[src/hdl/nss_pkg.sv]
// Package for the note sine tone synthesiser: widths, codes, control structs,
// note frequency table and the sine table generator. No dependencies.
`default_nettype none

package nss_pkg;

    localparam int DEF_SINE_TABLE_DEPTH = 1024;
    localparam int DEF_PHASE_BITS       = 32;

    localparam int SR_W       = 18;
    localparam int TEMPO_W    = 10;
    localparam int VOL_W      = 16;
    localparam int NOTE_W     = 7;
    localparam int TICKS_W    = 20;
    localparam int SAMPLE_W   = 16;
    localparam int CNT_W      = 32;
    localparam int IN_DATA_W  = 32;
    localparam int CFG_IDX_W  = 2;
    localparam int CFG_DATA_W = 18;
    localparam int DIV_NW     = 64;
    localparam int DIV_DW     = 48;
    localparam int BASE_W     = 28;
    localparam int OCT_W      = 4;

    localparam logic [SR_W-1:0]    SR_RESET    = 18'd44100;
    localparam logic [TEMPO_W-1:0] TEMPO_RESET = 10'd120;
    localparam logic [VOL_W-1:0]   VOL_RESET   = 16'd16384;

    localparam logic CMD_START = 1'b0;
    localparam logic CMD_TICK  = 1'b1;

    typedef enum logic [CFG_IDX_W-1:0] {
        CFG_SAMPLE_RATE     = 2'd0,
        CFG_TEMPO           = 2'd1,
        CFG_MASTER_VOLUME   = 2'd2,
        CFG_ENVELOPE_ENABLE = 2'd3
    } t_cfg_idx;

    // commands from the controller to the datapath
    typedef struct packed {
        logic cap;         // capture input item
        logic nmul;        // ticks * sample rate
        logic n_ops;       // load divider operands for the sample count
        logic step_ops;    // load divider operands for the phase step
        logic amp_ops;     // load divider operands for the amplitude
        logic div_go;      // start the divider
        logic ld_n;        // store the sample count
        logic ld_step;     // store the phase step and arm the note
        logic rom_rd;      // read sine table, classify envelope segment
        logic mul1;        // magnitude * volume, pick gain
        logic ld_out;      // load the output item and advance the note
    } t_dp_cmd;

    typedef struct packed {
        logic kind;
        logic active;
        logic rest;
        logic div_done;
        logic out_free;
    } t_dp_sts;

    // notes 0..11 in Hz, unsigned Q24
    function automatic logic [BASE_W-1:0] base_freq_q24(input logic [OCT_W-1:0] semi);
        logic [BASE_W-1:0] f;
        case (semi)
            4'd0:    f = 28'd137167144;
            4'd1:    f = 28'd145323527;
            4'd2:    f = 28'd153964914;
            4'd3:    f = 28'd163120144;
            4'd4:    f = 28'd172819773;
            4'd5:    f = 28'd183096173;
            4'd6:    f = 28'd193983636;
            4'd7:    f = 28'd205518503;
            4'd8:    f = 28'd217739269;
            4'd9:    f = 28'd230686720;
            4'd10:   f = 28'd244404066;
            4'd11:   f = 28'd258937088;
            default: f = '0;
        endcase
        return f;
    endfunction

    function automatic logic [OCT_W-1:0] note_octave(input logic [NOTE_W-1:0] note);
        logic [OCT_W-1:0] oct;
        oct = '0;
        for (int k = 1; k <= 10; k++) begin
            if (note >= NOTE_W'(12 * k)) begin
                oct = OCT_W'(k);
            end
        end
        return oct;
    endfunction

    function automatic logic [OCT_W-1:0] note_semitone(input logic [NOTE_W-1:0] note);
        logic [NOTE_W-1:0] r;
        r = note - NOTE_W'(note_octave(note)) * NOTE_W'(12);
        return r[OCT_W-1:0];
    endfunction

    // sin(u*pi/2), Q30 in and out, Taylor series to degree 11
    function automatic logic [63:0] quarter_sine_q30(input logic [63:0] u);
        logic [63:0] th, t2, a, one;
        one = 64'd1 << 30;
        th = (u * 64'd1686629713) >> 30;
        t2 = (th * th) >> 30;
        a  = one - t2 / 64'd110;
        a  = one - ((t2 * a) >> 30) / 64'd72;
        a  = one - ((t2 * a) >> 30) / 64'd42;
        a  = one - ((t2 * a) >> 30) / 64'd20;
        a  = one - ((t2 * a) >> 30) / 64'd6;
        return (th * a) >> 30;
    endfunction

    // one sine table entry; depth is 2**aw, evaluated at elaboration only
    function automatic logic signed [SAMPLE_W-1:0] sine_entry(input int k, input int aw);
        logic [63:0] p, q, u, s, m;
        p = 64'(k) << 2;
        q = p >> aw;
        u = ((p & ((64'd1 << aw) - 64'd1)) << 30) >> aw;
        if (q[0]) begin
            u = (64'd1 << 30) - u;
        end
        s = quarter_sine_q30(u);
        m = (s * 64'd32767 + (64'd1 << 29)) >> 30;
        if (m > 64'd32767) begin
            m = 64'd32767;
        end
        return (q >= 64'd2) ? -$signed(m[SAMPLE_W-1:0]) : $signed(m[SAMPLE_W-1:0]);
    endfunction

endpackage

`default_nettype wire

[src/hdl/nss_ctrl.sv]
// Controller of the note synthesiser: sequences capture, division and output.
// Uses nss_pkg for the command and status structs.
`default_nettype none

module nss_ctrl
    import nss_pkg::*;
(
    input  wire logic    i_clk,
    input  wire logic    i_rst_n,
    input  wire logic    i_in_valid,
    output logic         o_in_ready,
    input  wire t_dp_sts i_sts,
    output t_dp_cmd      o_cmd
);

    typedef enum logic [3:0] {
        S_IDLE, S_DECODE, S_NOPS, S_NDIV, S_NWAIT, S_SOPS, S_SDIV, S_SWAIT,
        S_MUL1, S_MUL2, S_ADIV, S_AWAIT, S_OUT
    } t_state;

    t_state r_state, n_state;

    always_comb begin
        n_state    = r_state;
        o_cmd      = '0;
        o_in_ready = 1'b0;
        case (r_state)
            S_IDLE: begin
                o_in_ready = 1'b1;
                if (i_in_valid) begin
                    o_cmd.cap = 1'b1;
                    n_state   = S_DECODE;
                end
            end
            S_DECODE: begin
                if (i_sts.kind == CMD_START) begin
                    o_cmd.nmul = 1'b1;
                    n_state    = S_NOPS;
                end else if (!i_sts.active) begin
                    n_state = S_IDLE;
                end else if (i_sts.rest) begin
                    n_state = S_OUT;
                end else begin
                    o_cmd.rom_rd = 1'b1;
                    n_state      = S_MUL1;
                end
            end
            S_NOPS: begin
                o_cmd.n_ops = 1'b1;
                n_state     = S_NDIV;
            end
            S_NDIV: begin
                o_cmd.div_go = 1'b1;
                n_state      = S_NWAIT;
            end
            S_NWAIT: begin
                if (i_sts.div_done) begin
                    o_cmd.ld_n = 1'b1;
                    n_state    = S_SOPS;
                end
            end
            S_SOPS: begin
                o_cmd.step_ops = 1'b1;
                n_state        = S_SDIV;
            end
            S_SDIV: begin
                o_cmd.div_go = 1'b1;
                n_state      = S_SWAIT;
            end
            S_SWAIT: begin
                if (i_sts.div_done) begin
                    o_cmd.ld_step = 1'b1;
                    n_state       = S_IDLE;
                end
            end
            S_MUL1: begin
                o_cmd.mul1 = 1'b1;
                n_state    = S_MUL2;
            end
            S_MUL2: begin
                o_cmd.amp_ops = 1'b1;
                n_state       = S_ADIV;
            end
            S_ADIV: begin
                o_cmd.div_go = 1'b1;
                n_state      = S_AWAIT;
            end
            S_AWAIT: begin
                if (i_sts.div_done) begin
                    n_state = S_OUT;
                end
            end
            S_OUT: begin
                // hold until the output register can take the item
                if (i_sts.out_free) begin
                    o_cmd.ld_out = 1'b1;
                    n_state      = S_IDLE;
                end
            end
            default: n_state = S_IDLE;
        endcase
    end

    always_ff @(posedge i_clk) begin
        if (!i_rst_n) begin
            r_state <= S_IDLE;
        end else begin
            r_state <= n_state;
        end
    end

endmodule

`default_nettype wire

[config.mk]
export PLATFORM = sky130hd
export DESIGN_NAME = nss_ctrl
export DESIGN_NICKNAME = d
export VERILOG_FILES = /design/src/hdl/nss_pkg.sv /design/src/hdl/nss_ctrl.sv
export SDC_FILE = /design/constraint.sdc
export NUM_CORES = 1
export LEC_CHECK = 0
export BUFFER_PORTS_ARGS = -buffer_cell sky130_fd_sc_hd__clkbuf_2
export CAP_MARGIN = 25
export CORE_AREA = 2 2 39 41
export DETAILED_ROUTE_END_ITERATION = 8
export DIE_AREA = 0 0 41 43
export PLACE_DENSITY = 0.63
export SYNTH_ARGS = -nofsm -noshare
export SYNTH_HDL_FRONTEND = slang
export SYNTH_SLANG_ARGS = --single-unit
[constraint.sdc]
create_clock -name i_clk -period 1.1 [get_ports i_clk]
set_input_delay 0.11 -clock i_clk [delete_from_list [all_inputs] [get_ports i_clk]]
set_output_delay 0.11 -clock i_clk [all_outputs]
set_load 0.005 [all_outputs]
==> results.tsv <==
metric	value	unit
status	complete, but fails checks	
violations	setup timing	
ys_types	26	
tightest_slew	229	ps
drt_iter0_drc	8	
clockBufferDepth	2	
hold_viol_final	0	
cts_tree	done	
detail-route-antenna-nets	0	
num_rows	14	
grt_usage	0.193	
skew	1.08	ps
grt_pass1_wl	2350	um
insertedDiodeCount	0	
reg_top3	r_state: 4 flops	
rsz0062_at_grt	yes	
grt_pass1_vias	533	
die_w	41	um
finalCritPeriodShare	1.33	
stdcell_count	110	
r2r_slack	-120	ps
combPwrFrac	0.530	
powerDensity	984	mW/mm^2
largest_reg_flops	4	
post_drt_wl_per_cell	14.9	um
fillers	127	
async_flop_share	0	
portBuffers	19	
worstPathMaxFanout	4	
h-tree-depth	1	
cap_violations	0	
drc	0	
area_delta_synth_final	109	%
layout_setup_ws	-360	ps
dieArea	0.00176	sq mm
ir_drop	0.537	mV
synth.avg_cell_area	7.48	sq um
syn_nets	61	
critPathLaunchType	flop	
drive_gt1_frac	0.723	
top_register	r_state	
dp_hpwl	834	um
clock_latency	240	ps
overflow	0	
cp-startpoint	r_state[3]	
multiInputGateArea	373	sq um
dpl.cell_count	92	
synth_edf_count	0	
seq_power_share	0.240	
crit_type	flop to primary output	
p_leak	0.397	nW
place.gp.congestion	0.777	
synth_top_cell_by_area	dfxtp_1	
numClockSinks	4	
min_from	i_sts[3]	
ys_seq_elements	4	
end_kind	primary output	
r2r_start	r_state[2]	
critPathRequiredTime	990	ps
internal-power	0.000529	W
cp.arrival	1350	ps
min-delay-path-class	primary input to flop	
fmax	685	MHz
switchingPower	0.000287	W
synthTopCellsByCount	a21oi_1 (6), nor2_1 (5), dfxtp_1 (4), nand2_1 (4), nor3_1 (4)	
clock-root-buffer	clkbuf_4	
dp_slack	-147	ps
slew_headroom	0.847	
first_pass_iters	4	
coreArea	0.00138	sq mm
synth_ff_type	dfxtp_1	
sw_frac_of_total	0.352	
yosys_warnings	0	
die_h	43	um
syn_area	397	sq um
nets	104	
seqCellArea	95.1	sq um
path_clk_slew	40	ps
vias_per_cell	5.40	
ys_top_cells_by_area	dfxtp_1 (20%), a21oi_1 (7.6%), nor4b_4 (6.0%)	
yosysTopAreaCellShare	0.202	
hold_buffers	0	
grt_max_degree	9	
yosysMostFrequentCell	a21oi_1	
totalWireLength	1640	um
p_clk_frac	0.231	
cts_buffers	3	
antenna_found_initial	0	
syn_inst	53	
dr_total_vias	594	
fin_crit	1460	ps
finalSetupViolCount	15	
initial_core_util	0.287	
slew_violations	0	
synth_seq_area_share	0.202	
ios	20	
-- critical path, cell delays in order, from the launching register on --
cell and delay, ps:
dfxtp_4 350, buf_6 120, buf_4 120, buf_6 110
inv_4 60, nand3_4 60, nor3_2 160, buf_2 130
-- through the flow --
step                      utilization  setup TNS [ps]  instance area [sq um]  power (W)  hold WS [ps]
final                           0.599           -3070                    830   0.000816           142
after global placement          0.392            -716                    542   0.000436           381
after CTS                       0.532           -2510                    736   0.000737           132
after detailed placement        0.392           -1120                    542   0.000441           375
after floorplan                     -               0                    397   0.000340           251
after global routing            0.599           -4060                    830   0.000880           139
-- cells in the final DEF (no fill, tap or decap) --
master	n
nand3_1	1
and2_1	1
xor2_1	1
inv_4	1
nand2b_4	1
o21ai_0	1
o221ai_2	1
nor4b_4	1
o211ai_1	1
dfxtp_4	4
nor3_4	1
a31oi_1	1
nand2_4	1
nand3_4	1
buf_2	11
clkbuf_4	3
a21oi_1	4
nand4_1	1
nor2_1	5
nand2b_1	2
nor3b_2	2
nand2_1	2
nor4b_2	1
o21ai_2	1
nand3b_1	2
buf_4	14
a21oi_4	1
o211a_1	1
o221a_1	1
a21oi_2	1
clkbuf_2	8
or2_4	1
nor3_2	3
or2b_1	1
o22a_1	1
nand2_2	1
buf_6	10
-- cells by family (layout without fill, tap and decap cells) --
| logic type | after synthesis | in the layout | synth area share |
|---|---|---|---|
| flops | 4 | 4 | 0.202 |
| simple gates | 28 | 28 | 0.438 |
| compound gates | 14 | 14 | 0.233 |
| xor+xnor | 1 | 1 | 0.0221 |
| buf+inv | 6 | 47 | 0.104 |
-- timing repair --
action	CTS	global route
pin swaps	12	13
endpoints found under the setup margin	16	16
gates cloned	0	0
setup buffers	10	5
endpoints found under the hold margin	0	0
gates resized for setup	27	24
-- power groups by stage --
stage / Combinational (W) / Sequential [W] / Clock [W]
3_5_place_dp: 0.000235 / 0.000205 / 0
2_1_floorplan: 0.000165 / 0.000175 / 0
6_report: 0.000432 / 0.000195 / 0.000188
5_1_grt: 0.000470 / 0.000197 / 0.000213
4_1_cts: 0.000347 / 0.000198 / 0.000192
3_3_place_gp: 0.000232 / 0.000204 / 0
-- final timing paths --
path / depth (start not counted) / to
max: 7 / o_cmd[4]
min: 3 / r_state[2]
max reg2reg: 3 / r_state[0]
min reg2reg: 2 / r_state[1]
-- metal layers --
layer,share of wire,GRT usage,up-vias,routed length [um]
met5,0,0,-,0
met4,0.024,0.0333,0,39
met3,0.055,0.0681,4,90
met2,0.55,0.300,25,908
met1,0.37,0.250,288,598
li1,-,-,277,-
-- area by class of cell --
| class | count | share of cell area |
|---|---|---|
| inverter | 1 | 0.00754 |
| multi-input combinational | 43 | 0.449 |
| sequential | 4 | 0.115 |
| tap | 16 | 0.0241 |
| timing repair buffer | 43 | 0.377 |
| clock buffer | 3 | 0.0271 |
Power figures use the tool's default switching activity.
